==> config.mk <==
export PLATFORM = sky130hd
export DESIGN_NAME = bounded_array_list_top
export DESIGN_NICKNAME = d
export VERILOG_FILES = /design/src/rtl/bal_pkg.sv /design/src/rtl/bal_ram.sv /design/src/rtl/bounded_array_list_top.sv
export SDC_FILE = /design/constraint.sdc
export NUM_CORES = 2
export LEC_CHECK = 0
export BUFFER_PORTS_ARGS = -buffer_cell sky130_fd_sc_hd__buf_2
export CORE_UTILIZATION = 57
export DETAILED_ROUTE_END_ITERATION = 16
export PLACE_DENSITY = 0.76
export SLEW_MARGIN = 10
export SYNTH_ARGS = -nofsm -noshare
export SYNTH_HDL_FRONTEND = slang
export SYNTH_SLANG_ARGS = --single-unit
export TNS_END_PERCENT = 10
==> constraint.sdc <==
create_clock -name clk -period 4.9 [get_ports clk]
set_input_delay 0.98 -clock clk [delete_from_list [all_inputs] [get_ports clk]]
set_output_delay 0.98 -clock clk [all_outputs]
set_load 0.02 [all_outputs]
==> src/rtl/bal_pkg.sv <==
// Shared definitions for the bounded array list block.
// Holds sizes, request and status codes and the sequencer state type.
// No dependencies.
`timescale 1ns / 1ps
`default_nettype none

package bal_pkg;

  // List capacity and the widths that follow from it.
  localparam int CAPACITY = 64;
  localparam int IDX_W    = $clog2(CAPACITY);
  localparam int CNT_W    = $clog2(CAPACITY + 1);

  // Fixed field widths of the request and response.
  localparam int VAL_W   = 32;
  localparam int POS_W   = 7;
  localparam int OP_W    = 4;
  localparam int STAT_W  = 3;
  localparam int FIDX_W  = 6;
  localparam int IN_W    = 40;
  localparam int OUT_W   = 24;

  // Request codes.
  typedef enum logic [OP_W-1:0] {
    OP_PUSH_BACK    = 4'd0,
    OP_POP_BACK     = 4'd1,
    OP_PUSH_FRONT   = 4'd2,
    OP_POP_FRONT    = 4'd3,
    OP_INSERT       = 4'd4,
    OP_ERASE        = 4'd5,
    OP_FIND         = 4'd6,
    OP_REMOVE_FIRST = 4'd7,
    OP_REMOVE_ALL   = 4'd8,
    OP_CLEAR        = 4'd9
  } op_t;

  // Response status codes.
  typedef enum logic [STAT_W-1:0] {
    ST_OK       = 3'd0,
    ST_FULL     = 3'd1,
    ST_EMPTY    = 3'd2,
    ST_BADPOS   = 3'd3,
    ST_NOTFOUND = 3'd4
  } status_t;

  // Sequencer states, one-hot.
  typedef enum logic [5:0] {
    S_IDLE     = 6'b000001,
    S_SHIFT_UP = 6'b000010,
    S_SHIFT_DN = 6'b000100,
    S_SCAN     = 6'b001000,
    S_COMPACT  = 6'b010000,
    S_RESP     = 6'b100000
  } state_t;

endpackage

`default_nettype wire

==> src/rtl/bal_ram.sv <==
// Generic simple dual-port RAM: one write port, one read port, registered read.
// No package dependencies.
`timescale 1ns / 1ps
`default_nettype none

module bal_ram #(
  parameter int Width = 32,
  parameter int Depth = 64
) (
  input  wire logic                     clk,
  input  wire logic                     we,
  input  wire logic [$clog2(Depth)-1:0] waddr,
  input  wire logic [Width-1:0]         wdata,
  input  wire logic [$clog2(Depth)-1:0] raddr,
  output logic      [Width-1:0]         rdata
);

  logic [Width-1:0] mem [Depth];

  // Write port and registered read port.
  always_ff @(posedge clk) begin
    if (we) begin
      mem[waddr] <= wdata;
    end
    rdata <= mem[raddr];
  end

endmodule

`default_nettype wire

==> src/rtl/bounded_array_list_top.sv <==
// Bounded array list: ordered list of signed 32-bit values held in one RAM.
// Depends on bal_pkg and bal_ram.
//
// Usage:
//   Requests arrive on the s_ stream: s_tuser carries the operation code and
//   s_tdata the value and position. One response per request leaves on the
//   m_ stream with status, found index, found flag and the new entry count.
//   The block takes one request at a time; s_tready is high only while the
//   sequencer is idle, also while an earlier response waits in the output
//   register.
//   Steps from request accepted to response accepted:
//     pop_back, clear, error cases and unused codes: straight to the response.
//     push, insert, erase and pop_front: entries moved one place, then response.
//     find and remove_first: entries read until a match or the end of the list;
//     remove_first then moves the entries after the match down one place.
//     remove_all: every entry read once, survivors packed towards the front.
//   The RAM port moves or compares one entry per cycle.
//   Reset empties the list at once; the RAM contents are not cleared, as
//   only entries below the count are ever read.
//   If the receiver stalls, the response is held and the next request is
//   taken, but its response waits until the output register is free.
`timescale 1ns / 1ps
`default_nettype none

module bounded_array_list_top
  import bal_pkg::*;
(
  input  wire logic             clk,
  input  wire logic             rst,
  input  wire logic             s_tvalid,
  output logic                  s_tready,
  input  wire logic [IN_W-1:0]  s_tdata,   // value [31:0], position [38:32], zero fill
  input  wire logic [OP_W-1:0]  s_tuser,   // op [3:0]
  output logic                  m_tvalid,
  input  wire logic             m_tready,
  output logic [OUT_W-1:0]      m_tdata    // status [2:0], found_index [8:3], found [9],
                                           // count [16:10], zero fill
);

  // Sequencer and list state.
  state_t              state, state_next;
  logic [CNT_W-1:0]    cnt, cnt_next;
  logic [CNT_W-1:0]    k, k_next;
  logic [CNT_W-1:0]    w, w_next;
  logic                pv, pv_next;
  logic [IDX_W-1:0]    pa, pa_next;

  // Request held during the walk.
  op_t                 op_r, op_next;
  logic [VAL_W-1:0]    val_r, val_next;
  logic [POS_W-1:0]    pos_r, pos_next;

  // Response being built and response register.
  status_t             st_r, st_next;
  logic [FIDX_W-1:0]   fidx_r, fidx_next;
  logic                found_r, found_next;
  logic                out_valid, out_valid_next;
  status_t             out_status;
  logic [FIDX_W-1:0]   out_fidx;
  logic                out_found;
  logic [CNT_W-1:0]    out_count;
  logic                out_load;

  // RAM port signals.
  logic                ram_we;
  logic [IDX_W-1:0]    ram_waddr;
  logic [VAL_W-1:0]    ram_wdata;
  logic [IDX_W-1:0]    ram_raddr;
  logic [VAL_W-1:0]    ram_rdata;

  // Request field views.
  op_t                 in_op;
  logic [VAL_W-1:0]    in_val;
  logic [POS_W-1:0]    in_pos;
  logic                full;
  logic                empty;
  logic [CNT_W-1:0]    k_dec;
  logic                match;

  assign in_op   = op_t'(s_tuser);
  assign in_val  = s_tdata[VAL_W-1:0];
  assign in_pos  = s_tdata[VAL_W+POS_W-1:VAL_W];
  assign full    = (cnt >= CNT_W'(CAPACITY));
  assign empty   = (cnt == '0);
  assign k_dec   = k - 1'b1;
  assign match   = (ram_rdata == val_r);

  assign s_tready = (state == S_IDLE);
  assign m_tvalid = out_valid;
  assign m_tdata  = {{(OUT_W - STAT_W - FIDX_W - 1 - CNT_W){1'b0}},
                     out_count, out_found, out_fidx, out_status};

  // Entry storage.
  bal_ram #(
    .Width (VAL_W),
    .Depth (CAPACITY)
  ) u_ram (
    .clk   (clk),
    .we    (ram_we),
    .waddr (ram_waddr),
    .wdata (ram_wdata),
    .raddr (ram_raddr),
    .rdata (ram_rdata)
  );

  // Sequencer: while walking the list, one RAM read issued and one result consumed per cycle.
  always_comb begin
    state_next     = state;
    cnt_next       = cnt;
    k_next         = k;
    w_next         = w;
    pv_next        = pv;
    pa_next        = pa;
    op_next        = op_r;
    val_next       = val_r;
    pos_next       = pos_r;
    st_next        = st_r;
    fidx_next      = fidx_r;
    found_next     = found_r;
    out_valid_next = out_valid && !m_tready;
    out_load       = 1'b0;
    ram_we         = 1'b0;
    ram_waddr      = '0;
    ram_wdata      = val_r;
    ram_raddr      = k[IDX_W-1:0];

    case (state)
      S_IDLE: begin
        if (s_tvalid) begin
          op_next    = in_op;
          val_next   = in_val;
          pos_next   = in_pos;
          st_next    = ST_OK;
          fidx_next  = '0;
          found_next = 1'b0;
          pv_next    = 1'b0;
          w_next     = '0;
          state_next = S_RESP;
          case (in_op)
            OP_PUSH_BACK: begin
              if (full) begin
                st_next = ST_FULL;
              end else begin
                pos_next   = cnt;
                k_next     = cnt;
                state_next = S_SHIFT_UP;
              end
            end
            OP_POP_BACK: begin
              if (empty) st_next = ST_EMPTY;
              else cnt_next = cnt - 1'b1;
            end
            OP_PUSH_FRONT: begin
              if (full) begin
                st_next = ST_FULL;
              end else begin
                pos_next   = '0;
                k_next     = cnt;
                state_next = S_SHIFT_UP;
              end
            end
            OP_POP_FRONT: begin
              if (empty) begin
                st_next = ST_EMPTY;
              end else begin
                pos_next   = '0;
                k_next     = CNT_W'(1);
                state_next = S_SHIFT_DN;
              end
            end
            OP_INSERT: begin
              if (full) begin
                st_next = ST_FULL;
              end else if (in_pos > cnt) begin
                st_next = ST_BADPOS;
              end else begin
                k_next     = cnt;
                state_next = S_SHIFT_UP;
              end
            end
            OP_ERASE: begin
              if (empty) begin
                st_next = ST_EMPTY;
              end else if (in_pos >= cnt) begin
                st_next = ST_BADPOS;
              end else begin
                k_next     = in_pos + 1'b1;
                state_next = S_SHIFT_DN;
              end
            end
            OP_FIND: begin
              k_next     = '0;
              state_next = S_SCAN;
            end
            OP_REMOVE_FIRST: begin
              if (empty) begin
                st_next = ST_EMPTY;
              end else begin
                k_next     = '0;
                state_next = S_SCAN;
              end
            end
            OP_REMOVE_ALL: begin
              if (empty) begin
                st_next = ST_EMPTY;
              end else begin
                k_next     = '0;
                state_next = S_COMPACT;
              end
            end
            OP_CLEAR: begin
              cnt_next = '0;
            end
            default: begin
            end
          endcase
        end
      end

      // Move entries one place up, from the end down to the gap.
      S_SHIFT_UP: begin
        if (pv) begin
          ram_we    = 1'b1;
          ram_waddr = pa + 1'b1;
          ram_wdata = ram_rdata;
        end else if (k == pos_r) begin
          ram_we     = 1'b1;
          ram_waddr  = pos_r[IDX_W-1:0];
          ram_wdata  = val_r;
          cnt_next   = cnt + 1'b1;
          state_next = S_RESP;
        end
        if (k > pos_r) begin
          ram_raddr = k_dec[IDX_W-1:0];
          pa_next   = k_dec[IDX_W-1:0];
          k_next    = k_dec;
          pv_next   = 1'b1;
        end else begin
          pv_next = 1'b0;
        end
      end

      // Move entries one place down to close the gap.
      S_SHIFT_DN: begin
        if (pv) begin
          ram_we    = 1'b1;
          ram_waddr = pa - 1'b1;
          ram_wdata = ram_rdata;
        end
        if (k < cnt) begin
          ram_raddr = k[IDX_W-1:0];
          pa_next   = k[IDX_W-1:0];
          k_next    = k + 1'b1;
          pv_next   = 1'b1;
        end else begin
          pv_next = 1'b0;
          if (!pv) begin
            cnt_next   = cnt - 1'b1;
            state_next = S_RESP;
          end
        end
      end

      // Search for the first match; remove_first then closes the gap.
      S_SCAN: begin
        if (pv && match) begin
          found_next = 1'b1;
          pv_next    = 1'b0;
          if (op_r == OP_FIND) begin
            fidx_next  = pa;
            state_next = S_RESP;
          end else begin
            k_next     = CNT_W'(pa) + 1'b1;
            state_next = S_SHIFT_DN;
          end
        end else if (k < cnt) begin
          ram_raddr = k[IDX_W-1:0];
          pa_next   = k[IDX_W-1:0];
          k_next    = k + 1'b1;
          pv_next   = 1'b1;
        end else begin
          pv_next = 1'b0;
          if (!pv) begin
            st_next    = ST_NOTFOUND;
            state_next = S_RESP;
          end
        end
      end

      // Keep non-matching entries, packing them towards the front.
      S_COMPACT: begin
        if (pv && !match) begin
          ram_we    = 1'b1;
          ram_waddr = w[IDX_W-1:0];
          ram_wdata = ram_rdata;
          w_next    = w + 1'b1;
        end
        if (k < cnt) begin
          ram_raddr = k[IDX_W-1:0];
          pa_next   = k[IDX_W-1:0];
          k_next    = k + 1'b1;
          pv_next   = 1'b1;
        end else begin
          pv_next = 1'b0;
          if (!pv) begin
            if (w == cnt) begin
              st_next = ST_NOTFOUND;
            end else begin
              found_next = 1'b1;
              cnt_next   = w;
            end
            state_next = S_RESP;
          end
        end
      end

      // Hand the response to the output register once it is free.
      S_RESP: begin
        if (!out_valid || m_tready) begin
          out_load       = 1'b1;
          out_valid_next = 1'b1;
          state_next     = S_IDLE;
        end
      end

      default: begin
        state_next = S_IDLE;
      end
    endcase
  end

  // Control registers.
  always_ff @(posedge clk) begin
    if (rst) begin
      state     <= S_IDLE;
      cnt       <= '0;
      pv        <= 1'b0;
      out_valid <= 1'b0;
    end else begin
      state     <= state_next;
      cnt       <= cnt_next;
      pv        <= pv_next;
      out_valid <= out_valid_next;
    end
  end

  // Payload and walk registers.
  always_ff @(posedge clk) begin
    k       <= k_next;
    w       <= w_next;
    pa      <= pa_next;
    op_r    <= op_next;
    val_r   <= val_next;
    pos_r   <= pos_next;
    st_r    <= st_next;
    fidx_r  <= fidx_next;
    found_r <= found_next;
    if (out_load) begin
      out_status <= st_r;
      out_fidx   <= fidx_r;
      out_found  <= found_r;
      out_count  <= cnt;
    end
  end

endmodule

`default_nettype wire

-- Word level (Yosys, flattened, before mapping)
Memories as Yosys holds them, arrays and structs flattened. A register that Yosys moved wholly into a read port is not among the register bits.
Index checks and enable logic that the tools add are counted.
Widths: inputs -> output; s select.
- register bits: 105
- memory bits (writable): 2048
- input bits: 48
- logic and storage cells: 213
- memories: 1
- memories (name ; words ; width ; read ports ; clocked after memory_dff ; write ports ; line ; text):
    u_ram.mem ; 64 ; 32 ; 1 ; 1 ; 1 ; bal_ram.sv:18 ; logic [Width-1:0] mem [Depth];
- $add $sub $neg: 9
- $lt $le $gt $ge: 5
- eq/ne operators: 47
- mux-type cells: 104
- reduce and logical (&&, ||, !) cells: 30
- operators by type and width (kind ; number):
    $mux 7 ; 26
    $mux 6 ; 28
    $mux 32 ; 2
    $pmux 32 s2 ; 1
    $pmux 7 s4 ; 2
    $pmux 6 s7 ; 1
    $pmux 7 s6 ; 1
    $pmux 6 s3 ; 2
    $ne 2x2->1 const B ; 17
    $eq 32x32->1 ; 1
    $pmux 6 s5 ; 1
    $add 7x1->7 const B ; 4
    $pmux 7 s2 ; 2
    $ne 3x3->1 const B ; 9
    $mux 3 ; 7
    $pmux 7 s3 ; 1
    $eq 4x3->1 const B ; 5
    $mux 1 ; 19
    $eq 7x7->1 ; 2
    $gt 7x7->1 ; 2
    $sub 7x1->7 const B ; 2
    $pmux 6 s2 ; 1
    $reduce_and 12->1 ; 1
    $reduce_and 11->1 ; 1
    other kinds (37) ; 57

-- Longest topological paths before layout
- word-level depth: 7
- depth in mapped cells: 18
- mapped depth without buffers: 11

-- Hierarchy
A second synthesis with hierarchy kept.
- cell total of the unflattened synthesis: 4182
- area, all modules: 85861.1 µm²
- modules (own cells, without submodules) (module ; times used ; cells an instance ; area an instance (µm²)):
    bal_ram ; 1 ; 3511 ; 79039.6
    bounded_array_list_top ; 1 ; 671 ; 6821.5

-- Worst setup path before layout
No wires, ideal clock.
- path type: register to register
- start point: reg k[0]
- end point: mem u_ram.mem[16][0], enable pin
- library setup time: 0.421 ns
- data arrival time: 4.371 ns
- data required time: 4.479 ns
- setup slack: 0.108 ns
- stages on the path, launching flop included: 15
- buffers on the path: 3
- clock period less this slack: 4.792 ns
- cell sequence: edfxtp_1 -> clkbuf_1 -> clkinv_1 -> clkbuf_1 -> clkbuf_1 -> ha_1 -> nand3_1 -> nor2_1 -> o21ai_1 -> o22ai_1 -> o21ai_0 -> a21oi_1 -> a211o_1 -> nand3b_1 -> nor2_1
- cells in the longest elaborated chain, start to end: 6
- RTL lines (what ; line ; text):
    start, declared ; bounded_array_list_top.sv:43 ; logic [CNT_W-1:0] k, k_next;
    start signal, assigned ; bounded_array_list_top.sv:349 ; k <= k_next;
    $eq 7x7->1 (*) ; bounded_array_list_top.sv:226 ; end else if (k == pos_r) begin
    $mux 1 ; bounded_array_list_top.sv:226 ;
    $mux 1 ; bounded_array_list_top.sv:222 ; if (pv) begin
    $pmux 1 s3 ; bounded_array_list_top.sv:127 ; case (state)
    $mux 1 ; bal_ram.sv:22 ; if (we) begin
    $mux 1 (implied by the code) ; bal_ram.sv:23 ; mem[waddr] <= wdata;
    end, declared ; bal_ram.sv:18 ;
Mark *: on every way between the ends. The rest lies on a longest branch, timed or not.

-- Final worst setup path
- start point: reg k[4]
- end point: reg u_ram.rdata[0] (read register of u_ram.mem)
- cells in the longest elaborated chain, start to end: 3
- RTL lines (what ; line ; text):
    $sub 7x1->7 / $gt 7x7->1 (equally long branches) ; bounded_array_list_top.sv:85, bounded_array_list_top.sv:233 ;
    $mux 6 ; bounded_array_list_top.sv:233 ; if (k > pos_r) begin
    $mux 6 (*) ; - ;
    end, declared ; bal_ram.sv:15 ; output logic [Width-1:0] rdata
Marks and branches as above.
A chain may end at the register's enable or synchronous reset.

==> impl_metrics.ini <==
[outcome]
status = complete, but fails checks
violations = design-rule violations

[synth]
ys_warn_count = 0
netlist-cell-type-count = 69
netlist_area_sq_um = 91900
syn_avg_cell_area_sq_um = 13.68
synthTopCellsByArea = edfxtp_1, o22ai_1, mux2i_1, nand2_1, a21oi_1
synthCells = 6717
synth-main-ff-cell = edfxtp_1
yosysSeqAreaShare_pct = 70.88
yosysTopAreaCell = edfxtp_1
yosys_register_bits = 2185
synth_edf_count = 2138
synthArstFlopShare_pct = 0
synth_top_area_share_pct = 69.86

[grt]
antenna_found_initial = 13
grt_max_degree = 174
grt_pass1_wl_mm = 392.2
overflow = 0
grt_usage_pct = 33.00
grt_pass1_vias = 60180

[power_and_ir_drop]
power.switching_mw = 16.34
worst_ir_drop_vdd_mv = 0.3783
power.share.sequential_pct = 43.3
p_int_mw = 35.02
power.density_nw_per_um2 = 493.2
leakage_nw = 33.83
p_comb_share_pct = 25.0
p_sw_share_pct = 31.81
power.total_mw = 51.36
p_clk_share_pct = 31.7

[critical_path]
cp.buffers_inverters = 1
path_class = register to register
crit_path_max_fanout = 10
crit_top_cell = o21ai_0
cp-start-kind = register
crit_slowest_cell = o21ai_0
max_stage_delay_ns = 0.93
arrival_ns = 5.59
cp_data_required_time_ns = 5.70
crit_chain = ha_1 > a211oi_1 > o21ai_0 > o2111a_1 > xnor2_2 > nand2_1 > buf_4 > a31oi_1 > a21oi_1 > o21ai_0 > o32a_1
critPathCaptureType = register
path_delay_family = compound AO/OA/AOI/OAI gates

[detailed_routing]
first_pass_iters = 14
via_per_inst = 6.951
drc_errors = 1
vias = 63500
antenna_left = 0
routedWlPerCell_um = 30.00
routed_wl_mm = 274.0
drt_iter0_markers = 10550

[cts]
htreeDepth = 4
root_buffer = clkbuf_16
clock_latency_ns = 0.88
cts_hold_buffers = 0
clkSinkCount = 2185
cts_tree = done
clk_pin_slew_ns = 0.06
cts_made_buffers = 211
cts_max_path_buffers = 3

[sta]
slew-limit-headroom_pct = 12.18
finalHoldViolCount = 0
finalSetupViolCount = 0
tns_ns = 0
min_period_ns = 4.785
slew_violations = 0
period_share_pct = 97.64
tightest_slew_ns = 1.317
clock_skew_ns = 0.06401
fmax_ghz = 0.2090
rsz0062_at_grt = false

[finish]
fillerInstances = 10760
drive_gt1_share_pct = 12.71
fin_cells = 9135
multi_input_area_sq_um = 25430
seq_area_sq_um = 65140
layout-area-overhead-vs-synth_pct = 13.31
nets = 6892

[die]
start_util_pct = 57.69
die_h_um = 403.5
rows = 146
ios = 74
die_width_um = 403.5
core_area_sq_um = 159300
die_area_sq_um = 162800

[worst_hold_path]
holdCritPathClass = input pin to register

[placement]
place.gp.congestion = 0.9444
place.port_buffers = 65
dp_cells = 8748
detailed_place_hpwl_mm = 158.1

[run]
drv_cap = 0
-- layout by cell type, fill, tap and decap left out, types with 66 or more instances in the layout --
cell / count
nand3_1: 80
a31oi_1: 80
edfxtp_1: 2138
o221ai_1: 66
nor3_1: 405
clkbuf_16: 215
nor2_1: 214
o21ai_0: 228
buf_4: 248
o22ai_1: 639
mux2i_1: 321
a21oi_1: 416
nor4_1: 129
buf_12: 82
nand2_1: 720
-- final timing paths --
path | from | end | slack, ns | cells after the start
worst max-delay path | k[4]$_DFFE_PP_ | u_ram.rdata[0]$_DFF_P_ | 0.12 | 11
worst min-delay path | s_tdata[9] | val_r[9]$_DFFE_PP_ | 0.29 | 1
worst max register to register | k[4]$_DFFE_PP_ | u_ram.rdata[0]$_DFF_P_ | 0.12 | 11
worst min register to register | found_r$_DFFE_PP_ | out_found$_DFFE_PP_ | 0.42 | 0
-- state kept, by name, summed over array words and instances (netlist names) --
name and cells:
fidx_r 6, u_ram.mem 2048, st_r 3, u_ram.rdata 32, pos_r 7, cnt 7
state 6, k 7, pv 1, w 7, out_status 3, out_fidx 6
found_r 1, out_count 7, out_found 1, m_tvalid 1, val_r 32, pa 6
op_r 4
-- through the flow --
stage | setup WS (ns) | hold slack, ns | utilization, % | area (sq um)
final | 0.1155 | 0.2894 | 65.38 | 104100
after global placement | 0.3287 | 0.4048 | 61.01 | 97190
after global routing | 0.1054 | 0.2755 | 65.37 | 104100
after floorplan | 0.1079 | 0.4003 | - | 91930
after detailed placement | 0.2250 | 0.4075 | 61.01 | 97190
after CTS | 0.2499 | 0.2543 | 65.36 | 104100
-- Yosys cell counts, types with 4 or more instances --
| master | instances |
|---|---|
| nand2_1 | 726 |
| nor2_1 | 278 |
| buf_4 | 8 |
| and3_1 | 4 |
| a221o_1 | 4 |
| nor4_1 | 132 |
| inv_1 | 28 |
| o22ai_1 | 639 |
| or3_1 | 4 |
| o221ai_1 | 66 |
| or2_2 | 4 |
| a22o_1 | 32 |
| mux4_2 | 64 |
| a22oi_1 | 5 |
| ha_1 | 29 |
| a2111oi_0 | 66 |
| o21ai_0 | 229 |
| nor3b_1 | 5 |
| edfxtp_1 | 2138 |
| buf_1 | 48 |
| a21oi_1 | 416 |
| a211oi_1 | 59 |
| and2_1 | 11 |
| xor2_1 | 21 |
| clkbuf_1 | 435 |
| o31ai_1 | 10 |
| mux2i_1 | 325 |
| o32a_1 | 32 |
| a21o_1 | 11 |
| o211ai_1 | 10 |
| nand2b_1 | 11 |
| dfxtp_1 | 47 |
| mux2_2 | 32 |
| buf_2 | 25 |
| nand3b_1 | 5 |
| nand3_1 | 80 |
| xnor2_1 | 59 |
| nor2b_1 | 61 |
| nand4_1 | 13 |
| a221oi_1 | 10 |
| nor3_1 | 405 |
| a31oi_1 | 84 |
-- final cells by class --
class	count	share of cell area, %
sequential	2185	62.55
multi-input combinational	3991	24.41
clock inverter	117	1.274
antenna	3	0.007209
clock buffer	267	5.383
tap	2146	2.578
inverter	31	0.1141
timing repair buffer	395	3.676
-- logic make-up (layout without fill, tap and decap cells) --
kind of cell    Yosys count  count (layout)  share of synthesized area (%)
flops                  2185            2185                          70.88
simple gates           1750            1750                          8.574
compound gates         1701            1701                          11.54
buf+inv                 547             810                          2.301
mux                     421             421                          5.500
xor+xnor                 82              82                         0.7978
fa+ha+maj                30              30                         0.4057
other cells               1              10                       0.004080
-- power by group through the flow --
stage / clock (mW) / combinational (mW) / sequential, mW
after global placement: 0 / 11.9 / 22.6
after global routing: 17.0 / 13.2 / 22.2
after detailed placement: 0 / 12.2 / 22.6
after CTS: 16.3 / 12.3 / 22.2
final: 16.3 / 12.8 / 22.3
after floorplan: 0 / 7.01 / 22.4
-- metal layers --
metal / track usage, % / vias to the layer above / wire length [um]
li1: - / 26700 / -
met1: 42.95 / 31040 / 95190
met2: 48.79 / 4845 / 120300
met3: 10.43 / 900 / 40180
met4: 19.68 / 12 / 18320
met5: 0 / - / 70
-- what timing repair did --
action | CTS | global route
setup endpoints to repair | 0 | 7
setup buffers | 0 | 0
gates resized for setup | 0 | 2
hold endpoints to repair | 0 | 0
Power figures use the tool's default switching activity.
